==> src/rtl/core/mst_pkg.sv <==
// Shared constants, payload types and control types for the matrix store unit.
package mst_pkg;

    localparam int MAX_DIM = 16;
    localparam int DIM_W   = $clog2(MAX_DIM);
    localparam int ADDR_W  = 2 * DIM_W;
    localparam int DEPTH   = MAX_DIM * MAX_DIM;
    localparam int CNT_W   = 5;
    localparam int VAL_W   = 31;
    localparam int IDX_W   = 16;
    localparam int KIND_W  = 3;

    localparam logic [KIND_W-1:0] KIND_INIT      = KIND_W'(0);
    localparam logic [KIND_W-1:0] KIND_GET       = KIND_W'(1);
    localparam logic [KIND_W-1:0] KIND_SET       = KIND_W'(2);
    localparam logic [KIND_W-1:0] KIND_TRANSPOSE = KIND_W'(3);
    localparam logic [KIND_W-1:0] KIND_SWAP      = KIND_W'(4);

    typedef struct packed {
        logic [KIND_W-1:0] kind;
        logic [IDX_W-1:0]  first;
        logic [IDX_W-1:0]  second;
        logic [VAL_W-1:0]  value;
    } t_in;

    typedef struct packed {
        logic              status;
        logic [VAL_W-1:0]  read_value;
        logic [CNT_W-1:0]  rows_now;
        logic [CNT_W-1:0]  cols_now;
    } t_out;

    typedef enum logic [2:0] {
        S_IDLE,
        S_CLEAR,
        S_GET,
        S_SET,
        S_PAIR_RD,
        S_PAIR_WA,
        S_PAIR_WB,
        S_DONE
    } t_state;

    typedef enum logic [1:0] {
        WSEL_ZERO,
        WSEL_VALUE,
        WSEL_RD0,
        WSEL_RD1
    } t_wsel;

    typedef enum logic [1:0] {
        OSEL_ZERO,
        OSEL_VALUE,
        OSEL_RD0
    } t_osel;

    typedef struct packed {
        logic              we;
        logic [ADDR_W-1:0] waddr;
        t_wsel             wsel;
        logic [VAL_W-1:0]  wvalue;
        logic              re;
        logic [ADDR_W-1:0] raddr0;
        logic [ADDR_W-1:0] raddr1;
        logic              set_dims;
        logic              swap_dims;
        logic [CNT_W-1:0]  dim_rows;
        logic [CNT_W-1:0]  dim_cols;
        logic              load_out;
        logic              out_fail;
        t_osel             osel;
    } t_cmd;

    typedef struct packed {
        logic              initialized;
        logic [CNT_W-1:0]  rows;
        logic [CNT_W-1:0]  cols;
        logic              out_free;
    } t_stat;

endpackage

==> src/rtl/core/mst_ctrl.sv <==
// Controller: command decode, range checks, sequencing of clear, mirror and row swap.
module mst_ctrl (
    input  logic           i_clk,
    input  logic           i_rst_n,
    input  logic           i_in_valid,
    output logic           o_in_ready,
    input  mst_pkg::t_in   i_in,
    input  mst_pkg::t_stat i_stat,
    output mst_pkg::t_cmd  o_cmd
);

    localparam logic [mst_pkg::DIM_W-1:0] LAST = mst_pkg::DIM_W'(mst_pkg::MAX_DIM - 1);
    localparam logic [mst_pkg::DIM_W-1:0] PENULT = mst_pkg::DIM_W'(mst_pkg::MAX_DIM - 2);

    mst_pkg::t_state            r_state;
    mst_pkg::t_state            n_state;
    logic [mst_pkg::KIND_W-1:0] r_kind;
    logic [mst_pkg::KIND_W-1:0] n_kind;
    logic                       r_fail;
    logic                       n_fail;
    logic [mst_pkg::DIM_W-1:0]  r_a;
    logic [mst_pkg::DIM_W-1:0]  n_a;
    logic [mst_pkg::DIM_W-1:0]  r_b;
    logic [mst_pkg::DIM_W-1:0]  n_b;
    logic [mst_pkg::VAL_W-1:0]  r_value;
    logic [mst_pkg::VAL_W-1:0]  n_value;
    logic [mst_pkg::DIM_W-1:0]  r_i;
    logic [mst_pkg::DIM_W-1:0]  n_i;
    logic [mst_pkg::DIM_W-1:0]  r_j;
    logic [mst_pkg::DIM_W-1:0]  n_j;

    logic                       accept;
    logic                       first_row_ok;
    logic                       second_col_ok;
    logic                       second_row_ok;
    logic                       size_ok;
    logic                       cmd_ok;
    logic                       mirror;
    logic                       last_pair;
    logic                       last_cell;
    logic [mst_pkg::ADDR_W-1:0] p0;
    logic [mst_pkg::ADDR_W-1:0] p1;

    assign accept = i_in_valid && o_in_ready;

    assign first_row_ok  = (i_in.first != '0)
                        && (i_in.first <= mst_pkg::IDX_W'(i_stat.rows));
    assign second_col_ok = (i_in.second != '0)
                        && (i_in.second <= mst_pkg::IDX_W'(i_stat.cols));
    assign second_row_ok = (i_in.second != '0)
                        && (i_in.second <= mst_pkg::IDX_W'(i_stat.rows));
    assign size_ok = (i_in.first >= mst_pkg::IDX_W'(2))
                  && (i_in.first <= mst_pkg::IDX_W'(mst_pkg::MAX_DIM))
                  && (i_in.second >= mst_pkg::IDX_W'(2))
                  && (i_in.second <= mst_pkg::IDX_W'(mst_pkg::MAX_DIM));

    always_comb begin
        case (i_in.kind)
            mst_pkg::KIND_INIT:      cmd_ok = size_ok;
            mst_pkg::KIND_GET,
            mst_pkg::KIND_SET:       cmd_ok = i_stat.initialized && first_row_ok
                                           && second_col_ok;
            mst_pkg::KIND_TRANSPOSE: cmd_ok = i_stat.initialized;
            mst_pkg::KIND_SWAP:      cmd_ok = i_stat.initialized && first_row_ok
                                           && second_row_ok;
            default:                 cmd_ok = 1'b0;
        endcase
    end

    assign mirror    = (r_kind == mst_pkg::KIND_TRANSPOSE);
    assign last_pair = mirror ? ((r_i == PENULT) && (r_j == LAST)) : (r_j == LAST);
    assign last_cell = (r_i == LAST) && (r_j == LAST);
    assign p0 = mirror ? {r_i, r_j} : {r_a, r_j};
    assign p1 = mirror ? {r_j, r_i} : {r_b, r_j};

    // next state
    always_comb begin
        n_state = r_state;
        case (r_state)
            mst_pkg::S_IDLE: begin
                if (accept) begin
                    if (!cmd_ok) begin
                        n_state = mst_pkg::S_DONE;
                    end else begin
                        case (i_in.kind)
                            mst_pkg::KIND_INIT:      n_state = mst_pkg::S_CLEAR;
                            mst_pkg::KIND_GET:       n_state = mst_pkg::S_GET;
                            mst_pkg::KIND_SET:       n_state = mst_pkg::S_SET;
                            mst_pkg::KIND_TRANSPOSE,
                            mst_pkg::KIND_SWAP:      n_state = mst_pkg::S_PAIR_RD;
                            default:                 n_state = mst_pkg::S_DONE;
                        endcase
                    end
                end
            end
            mst_pkg::S_CLEAR: begin
                if (last_cell) begin
                    n_state = mst_pkg::S_DONE;
                end
            end
            mst_pkg::S_GET:     n_state = mst_pkg::S_DONE;
            mst_pkg::S_SET:     n_state = mst_pkg::S_DONE;
            mst_pkg::S_PAIR_RD: n_state = mst_pkg::S_PAIR_WA;
            mst_pkg::S_PAIR_WA: n_state = mst_pkg::S_PAIR_WB;
            mst_pkg::S_PAIR_WB: n_state = last_pair ? mst_pkg::S_DONE : mst_pkg::S_PAIR_RD;
            mst_pkg::S_DONE:    n_state = mst_pkg::S_IDLE;
            default:            n_state = mst_pkg::S_IDLE;
        endcase
    end

    // outputs
    always_comb begin
        o_in_ready = (r_state == mst_pkg::S_IDLE) && i_stat.out_free;
        o_cmd          = '0;
        o_cmd.wsel     = mst_pkg::WSEL_ZERO;
        o_cmd.osel     = mst_pkg::OSEL_ZERO;
        o_cmd.wvalue   = r_value;
        o_cmd.dim_rows = mst_pkg::CNT_W'(i_in.first);
        o_cmd.dim_cols = mst_pkg::CNT_W'(i_in.second);
        case (r_state)
            mst_pkg::S_IDLE: begin
                o_cmd.set_dims  = accept && cmd_ok && (i_in.kind == mst_pkg::KIND_INIT);
                o_cmd.swap_dims = accept && cmd_ok && (i_in.kind == mst_pkg::KIND_TRANSPOSE);
            end
            mst_pkg::S_CLEAR: begin
                o_cmd.we    = 1'b1;
                o_cmd.waddr = {r_i, r_j};
                o_cmd.wsel  = mst_pkg::WSEL_ZERO;
            end
            mst_pkg::S_GET: begin
                o_cmd.re     = 1'b1;
                o_cmd.raddr0 = {r_a, r_b};
                o_cmd.raddr1 = {r_a, r_b};
            end
            mst_pkg::S_SET: begin
                o_cmd.we    = 1'b1;
                o_cmd.waddr = {r_a, r_b};
                o_cmd.wsel  = mst_pkg::WSEL_VALUE;
            end
            mst_pkg::S_PAIR_RD: begin
                o_cmd.re     = 1'b1;
                o_cmd.raddr0 = p0;
                o_cmd.raddr1 = p1;
            end
            mst_pkg::S_PAIR_WA: begin
                o_cmd.we    = 1'b1;
                o_cmd.waddr = p0;
                o_cmd.wsel  = mst_pkg::WSEL_RD1;
            end
            mst_pkg::S_PAIR_WB: begin
                o_cmd.we    = 1'b1;
                o_cmd.waddr = p1;
                o_cmd.wsel  = mst_pkg::WSEL_RD0;
            end
            mst_pkg::S_DONE: begin
                o_cmd.load_out = 1'b1;
                o_cmd.out_fail = r_fail;
                if (r_fail) begin
                    o_cmd.osel = mst_pkg::OSEL_ZERO;
                end else if (r_kind == mst_pkg::KIND_GET) begin
                    o_cmd.osel = mst_pkg::OSEL_RD0;
                end else if (r_kind == mst_pkg::KIND_SET) begin
                    o_cmd.osel = mst_pkg::OSEL_VALUE;
                end else begin
                    o_cmd.osel = mst_pkg::OSEL_ZERO;
                end
            end
            default: begin
                o_cmd.load_out = 1'b0;
            end
        endcase
    end

    // command registers and walk counters
    always_comb begin
        n_kind  = r_kind;
        n_fail  = r_fail;
        n_a     = r_a;
        n_b     = r_b;
        n_value = r_value;
        n_i     = r_i;
        n_j     = r_j;
        if (accept) begin
            n_kind  = i_in.kind;
            n_fail  = !cmd_ok;
            n_a     = mst_pkg::DIM_W'(i_in.first - mst_pkg::IDX_W'(1));
            n_b     = mst_pkg::DIM_W'(i_in.second - mst_pkg::IDX_W'(1));
            n_value = i_in.value;
            n_i     = '0;
            n_j     = (i_in.kind == mst_pkg::KIND_TRANSPOSE) ? mst_pkg::DIM_W'(1) : '0;
        end else if (r_state == mst_pkg::S_CLEAR) begin
            {n_i, n_j} = {r_i, r_j} + mst_pkg::ADDR_W'(1);
        end else if (r_state == mst_pkg::S_PAIR_WB) begin
            if (mirror && (r_j == LAST)) begin
                n_i = r_i + mst_pkg::DIM_W'(1);
                n_j = r_i + mst_pkg::DIM_W'(2);
            end else begin
                n_j = r_j + mst_pkg::DIM_W'(1);
            end
        end
    end

    always_ff @(posedge i_clk) begin
        if (!i_rst_n) begin
            r_state <= mst_pkg::S_IDLE;
        end else begin
            r_state <= n_state;
        end
    end

    always_ff @(posedge i_clk) begin
        r_kind  <= n_kind;
        r_fail  <= n_fail;
        r_a     <= n_a;
        r_b     <= n_b;
        r_value <= n_value;
        r_i     <= n_i;
        r_j     <= n_j;
    end

    a_load_needs_room: assert property (@(posedge i_clk) disable iff (!i_rst_n)
        o_cmd.load_out |-> i_stat.out_free)
        else $error("result loaded while result register occupied");

    a_no_write_idle: assert property (@(posedge i_clk) disable iff (!i_rst_n)
        (r_state == mst_pkg::S_IDLE) |-> !o_cmd.we)
        else $error("memory write while idle");

    a_copy_after_read: assert property (@(posedge i_clk) disable iff (!i_rst_n)
        (o_cmd.we && (o_cmd.wsel == mst_pkg::WSEL_RD1)) |-> $past(o_cmd.re))
        else $error("pair write without preceding read");

    a_init_sticky: assert property (@(posedge i_clk) disable iff (!i_rst_n)
        i_stat.initialized |=> i_stat.initialized)
        else $error("initialized flag dropped");

    a_done_then_idle: assert property (@(posedge i_clk) disable iff (!i_rst_n)
        (r_state == mst_pkg::S_DONE) |=> (r_state == mst_pkg::S_IDLE))
        else $error("controller did not return to idle after result");

endmodule

==> config.mk <==
export PLATFORM = sky130hd
export DESIGN_NAME = mst_ctrl
export DESIGN_NICKNAME = d
export VERILOG_FILES = /design/src/rtl/core/mst_pkg.sv /design/src/rtl/core/mst_ctrl.sv
export SDC_FILE = /design/constraint.sdc
export NUM_CORES = 1
export LEC_CHECK = 0
export BUFFER_PORTS_ARGS = -buffer_cell sky130_fd_sc_hd__clkbuf_2
export CAP_MARGIN = 20
export CORE_ASPECT_RATIO = 2
export CORE_MARGIN = 2
export CORE_UTILIZATION = 42
export CTS_BUF_LIST = sky130_fd_sc_hd__clkbuf_4
export DETAILED_ROUTE_END_ITERATION = 16
export HOLD_SLACK_MARGIN = 0.05
export PLACE_DENSITY = 0.78
export SYNTH_ARGS = -nofsm -noshare
export SYNTH_HDL_FRONTEND = slang
export SYNTH_SLANG_ARGS = --single-unit
export TNS_END_PERCENT = 50
==> constraint.sdc <==
create_clock -name i_clk -period 3.75 [get_ports i_clk]
set_input_delay 0.75 -clock i_clk [delete_from_list [all_inputs] [get_ports i_clk]]
set_output_delay 0.75 -clock i_clk [all_outputs]
set_load 0.1 [all_outputs]
**Word-level counts from Yosys, hierarchy flattened**

Cells that the tools add are included.
Widths: inputs -> output; s select.

- Add/sub/neg operators: 6
- Order comparisons: 7
- Equality and inequality tests: 19
- Mux-type cells: 25
- Reductions and logical operators: 30

Operator list:

| kind | number |
|---|---|
| $le 16x5->1 | 3 |
| $pmux 11 s4 | 1 |
| $pmux 17 s2 | 1 |
| $ge 16x2->1 const B | 2 |
| $le 16x5->1 const B | 2 |
| $mux 4 | 8 |
| $reduce_bool 16->1 | 2 |
| $pmux 3 s7 | 1 |
| $eq 3x2->1 const B | 6 |
| $logic_and 1x1->1 | 17 |
| $mux 8 | 2 |
| $eq 3x3->1 const B | 5 |
| $eq 4x4->1 const B | 3 |
| $pmux 3 s4 | 1 |
| $eq 3x1->1 const B | 3 |
| $mux 3 | 3 |
| $add 4x1->4 const B | 2 |
| $add 8x1->8 const B | 1 |
| $mux 2 | 4 |
| $sub 4x1->4 const B | 2 |
| $logic_not 3->1 | 2 |
| $reduce_or 2->1 | 3 |
| $add 4x2->4 const B | 1 |
| $ne 2x2->1 const B | 2 |
| other kinds (6) | 10 |

- Register bits after elaboration: 54
- Input bits: 81
- Output and inout bits: 76
- Word-level logic and storage cells: 95

**Depth between registers and ports, before layout**

- Word-level depth: 8
- Depth in mapped cells: 8

**Worst setup path before layout**

OpenSTA, ideal clock, no wires.

- Kind: register to output
- Start point: reg r_state[2]
- End point: out o_cmd[16] (netlist bit)
- Arrival: 3.228 ns
- Slack: -0.228 ns
- Stages on the path, launching flop included: 6
- Cells stage by stage: dfxtp_1 clkbuf_1 clkbuf_1 nand2_1 buf_1 o21ai_0

RTL lines:

| item | line | text |
|---|---|---|
| start, declared | mst_ctrl.sv:15 | `mst_pkg::t_state r_state;` |
| start signal, assigned | mst_ctrl.sv:205 | `r_state <= mst_pkg::S_IDLE;` |
| start signal, assigned | mst_ctrl.sv:207 | `r_state <= n_state;` |
| end, declared | mst_ctrl.sv:9 | `output mst_pkg::t_cmd o_cmd` |

==> results.json <==
{
  "wirelength_um": 8640,
  "critical_path.cell_chain": "nand2b_1, nor2_1, a31o_2, a22o_1, clkbuf_2",
  "holdWs_ps": 537,
  "clk_root_buffer_cell": "sky130_fd_sc_hd__clkbuf_4",
  "synthCells": 341,
  "place.gp.congestion": 0.898,
  "hold_start": "i_in[22]",
  "worst-r2r-cell-count": 4,
  "detailed_place.area_um2": 4120,
  "area_growth_syn_to_layout_pct": 26.3,
  "drt_first_iter_violations": 175,
  "synth-seq-area-share_pct": 46.9,
  "report.final.hold_viol_count": 0,
  "num-fill-cells": 729,
  "antenna_violations_before_repair": 1,
  "floorplan.core_area_um2": 7600,
  "ys_seq_elements": 54,
  "postSynthAreaPerCell_um2": 9.71,
  "chipHeight_um": 130,
  "yosys.cell_types.count": 48,
  "finish.instance_area_um2": 4180,
  "insertion_delay_ps": 370,
  "worstSetupEndpointType": "output port",
  "worst_r2r_src": "r_state[0]",
  "tightestPinTransition_ps": 696,
  "cp_top_family": "simple AND/OR/NAND/NOR gates",
  "slew_headroom_pct": 53.4,
  "period_minus_slack_ps": 3440,
  "worst_hold_path.num_cells": 1,
  "drt_pass1_iterations": 5,
  "synth_top_cells_by_area": "sky130_fd_sc_hd__edfxtp_1 (43%), sky130_fd_sc_hd__ha_1 (8.7%), sky130_fd_sc_hd__o21ai_0 (5.6%)",
  "drt-wirelength-per-cell_um": 14.9,
  "hold-path-endpoint": "r_value[22]",
  "post_synth_instance_area_um2": 3310,
  "clock_skew_ps": 4.18,
  "remaining_drc_errors": 0,
  "worstPathRequired_ps": 3000,
  "post-synth-top-area-fraction_pct": 42.6,
  "crit_slowest_cell": "sky130_fd_sc_hd__dfxtp_1",
  "num_vias": 3141,
  "via_count_normalized_by_instance_count": 5.42,
  "grt_pass1_vias": 3044,
  "postCtsSetupRepairBufs": 0,
  "cts_resized": 0,
  "groute.usage.overall_pct": 20.1,
  "clkTransAtPathRegs_ps": 130,
  "cp.arrival_ps": 2690,
  "drtAntennaViolNets": 0,
  "cpPeakStageDelay_ps": 700,
  "ys_warn_count": 0,
  "leakage_nw": 1.96,
  "cts_hold_buf": 0,
  "globalRoute.totalOverflow": 0,
  "worstSetupStartpointType": "register",
  "die_area_um2": 8650,
  "min-delay-path-class": "input port to register",
  "fmax_mhz": 290,
  "synth-async-reset-ratio_pct": 0,
  "setup_violations": 0,
  "highest_net_fanout_along_the_worst_path": 18,
  "number_of_pins_exceeding_their_max_slew_limit_in_the_final_report": 0,
  "clock_tree.buffer_depth": 2,
  "first_pass_grt_wire_length_um": 13300,
  "outcome": "finished, final reports clean",
  "cp_num_buf_inv": 1,
  "yosys.area.top_type": "sky130_fd_sc_hd__edfxtp_1",
  "grt_max_degree": 54,
  "cts-buffers-inserted": 5,
  "hpwl_um": 7050,
  "tritoncts": "yes",
  "tritoncts_num_sinks": 54,
  "h_tree_depth": 2,
  "placementRows": 45,
  "fraction_of_final_layout_cells_with_drive_strength_greater_than_1_pct": 36.4,
  "grt_setup_unrepaired": "false",
  "cap_viol_max_count": 0,
  "io_buffer_count": 156,
  "final.period_utilization_pct": 91.8,
  "ioPinCount": 157,
  "syn-num-nets": 445,
  "postSynth.topFlopCell": "sky130_fd_sc_hd__edfxtp_1",
  "powerDensity_nw_per_um2": 696,
  "synth_enable_flop_cells": 47,
  "vdd_drop_max_mv": 0.304,
  "die_width_um": 66.8,
  "critical_path_class": "register to output port",
  "initial_core_util_pct": 43.5,
  "reg2reg_end": "r_j[3]",
  "reg2reg_slack_ps": 1360,
  "nets": 587
}
[report_power, final]
part / switching (W) / internal [W] / total (W)
Sequential: 0.000125 / 0.000769 / 0.000894
Combinational: 0.00144 / 0.000313 / 0.00175
Clock: 0.000164 / 0.0000967 / 0.000261
Total: 0.00173 / 0.00118 / 0.00291
[flip-flops by register name, summed over array words and instances (netlist names)]
register  cells
r_state       3
r_fail        1
r_j           4
r_value      31
r_b           4
r_i           4
r_a           4
r_kind        3
[metal layers]
layer	global-route usage [%]	share of wire (%)	up-vias
met4	11.3	3.7	0
li1	-	-	1506
met1	18.6	31	1447
met3	3.56	8.2	23
met5	0	0	-
met2	39.0	57	165
[worst max-delay path by stage]
stage,to,cells after the start,slack [ps],start
global route,o_cmd[29],5,170,r_state[1]
detailed placement,o_cmd[15],9,390,i_in[32]
finish,o_cmd[29],5,310,r_state[1]
floorplan,o_cmd[16],5,-230,r_state[2]
global placement,o_cmd[15],9,400,i_in[32]
CTS,o_cmd[29],5,350,r_state[1]
[cell usage in the layout, fill, tap and decap left out, types with 7 or more instances in the layout]
| cell | instances |
|---|---|
| sky130_fd_sc_hd__nand3_1 | 9 |
| sky130_fd_sc_hd__clkbuf_4 | 8 |
| sky130_fd_sc_hd__xor2_1 | 7 |
| sky130_fd_sc_hd__a21oi_1 | 16 |
| sky130_fd_sc_hd__nor2_1 | 23 |
| sky130_fd_sc_hd__edfxtp_1 | 47 |
| sky130_fd_sc_hd__ha_1 | 23 |
| sky130_fd_sc_hd__mux2i_1 | 7 |
| sky130_fd_sc_hd__nor3_1 | 8 |
| sky130_fd_sc_hd__inv_1 | 24 |
| sky130_fd_sc_hd__dfxtp_1 | 7 |
| sky130_fd_sc_hd__nand2_1 | 39 |
| sky130_fd_sc_hd__o21ai_0 | 36 |
| sky130_fd_sc_hd__clkbuf_2 | 155 |
[final cells by class]
cell class | instances | area (um^2) | share of cell area (%)
antenna | 1 | 2.50 | 0.0599
clock buffer | 8 | 60.1 | 1.44
inverter | 24 | 90.1 | 2.16
multi-input combinational | 240 | 1550 | 37.0
sequential | 54 | 1550 | 37.1
tap | 94 | 118 | 2.81
timing repair buffer | 158 | 811 | 19.4
[cells by family (layout without fill, tap and decap cells)]
logic type / Yosys count / in the layout / share of synthesized area (%)
simple gates: 119 / 119 / 17.8
xor+xnor: 10 / 10 / 2.65
buf+inv: 47 / 190 / 6.58
mux: 7 / 7 / 2.12
fa+ha+maj: 23 / 23 / 8.70
compound gates: 81 / 81 / 15.3
other cells: 0 / 1 / 0
flops: 54 / 54 / 46.9
[cells in the mapped netlist, types with 2 or more instances]
master	n
sky130_fd_sc_hd__a211oi_1	2
sky130_fd_sc_hd__nor2_1	23
sky130_fd_sc_hd__a21o_1	2
sky130_fd_sc_hd__and3_1	7
sky130_fd_sc_hd__nor3_2	2
sky130_fd_sc_hd__or3_1	2
sky130_fd_sc_hd__nor2b_1	5
sky130_fd_sc_hd__xor2_1	7
sky130_fd_sc_hd__mux2i_1	7
sky130_fd_sc_hd__nand2b_1	2
sky130_fd_sc_hd__nand2_1	39
sky130_fd_sc_hd__nor3b_1	3
sky130_fd_sc_hd__o41ai_1	2
sky130_fd_sc_hd__or4_1	2
sky130_fd_sc_hd__nor3_1	8
sky130_fd_sc_hd__nand4_1	5
sky130_fd_sc_hd__nor4_1	5
sky130_fd_sc_hd__buf_2	3
sky130_fd_sc_hd__nand3b_1	2
sky130_fd_sc_hd__o211a_1	2
sky130_fd_sc_hd__o21a_1	3
sky130_fd_sc_hd__clkbuf_1	9
sky130_fd_sc_hd__o211ai_1	3
sky130_fd_sc_hd__o21ai_0	37
sky130_fd_sc_hd__xnor2_1	3
sky130_fd_sc_hd__a22o_1	4
sky130_fd_sc_hd__buf_4	10
sky130_fd_sc_hd__dfxtp_1	7
sky130_fd_sc_hd__ha_1	23
sky130_fd_sc_hd__nand3_1	9
sky130_fd_sc_hd__edfxtp_1	47
sky130_fd_sc_hd__a21oi_1	16
sky130_fd_sc_hd__inv_1	24
sky130_fd_sc_hd__and2_1	2
[through the flow]
| stage | utilization, % | setup slack [ps] | std cells | power (W) | TNS [ps] |
|---|---|---|---|---|---|
| floorplan | - | -228 | 341 | 0.00236 | -4130 |
| global placement | 54.2 | 405 | 570 | 0.00264 | 0 |
| detailed placement | 54.2 | 392 | 570 | 0.00267 | 0 |
| CTS | 54.9 | 354 | 578 | 0.00292 | 0 |
| global route | 55.0 | 167 | 579 | 0.00306 | 0 |
| finish | 55.0 | 306 | 579 | 0.00291 | 0 |
Note: power is estimated with default switching activity, not from simulation.
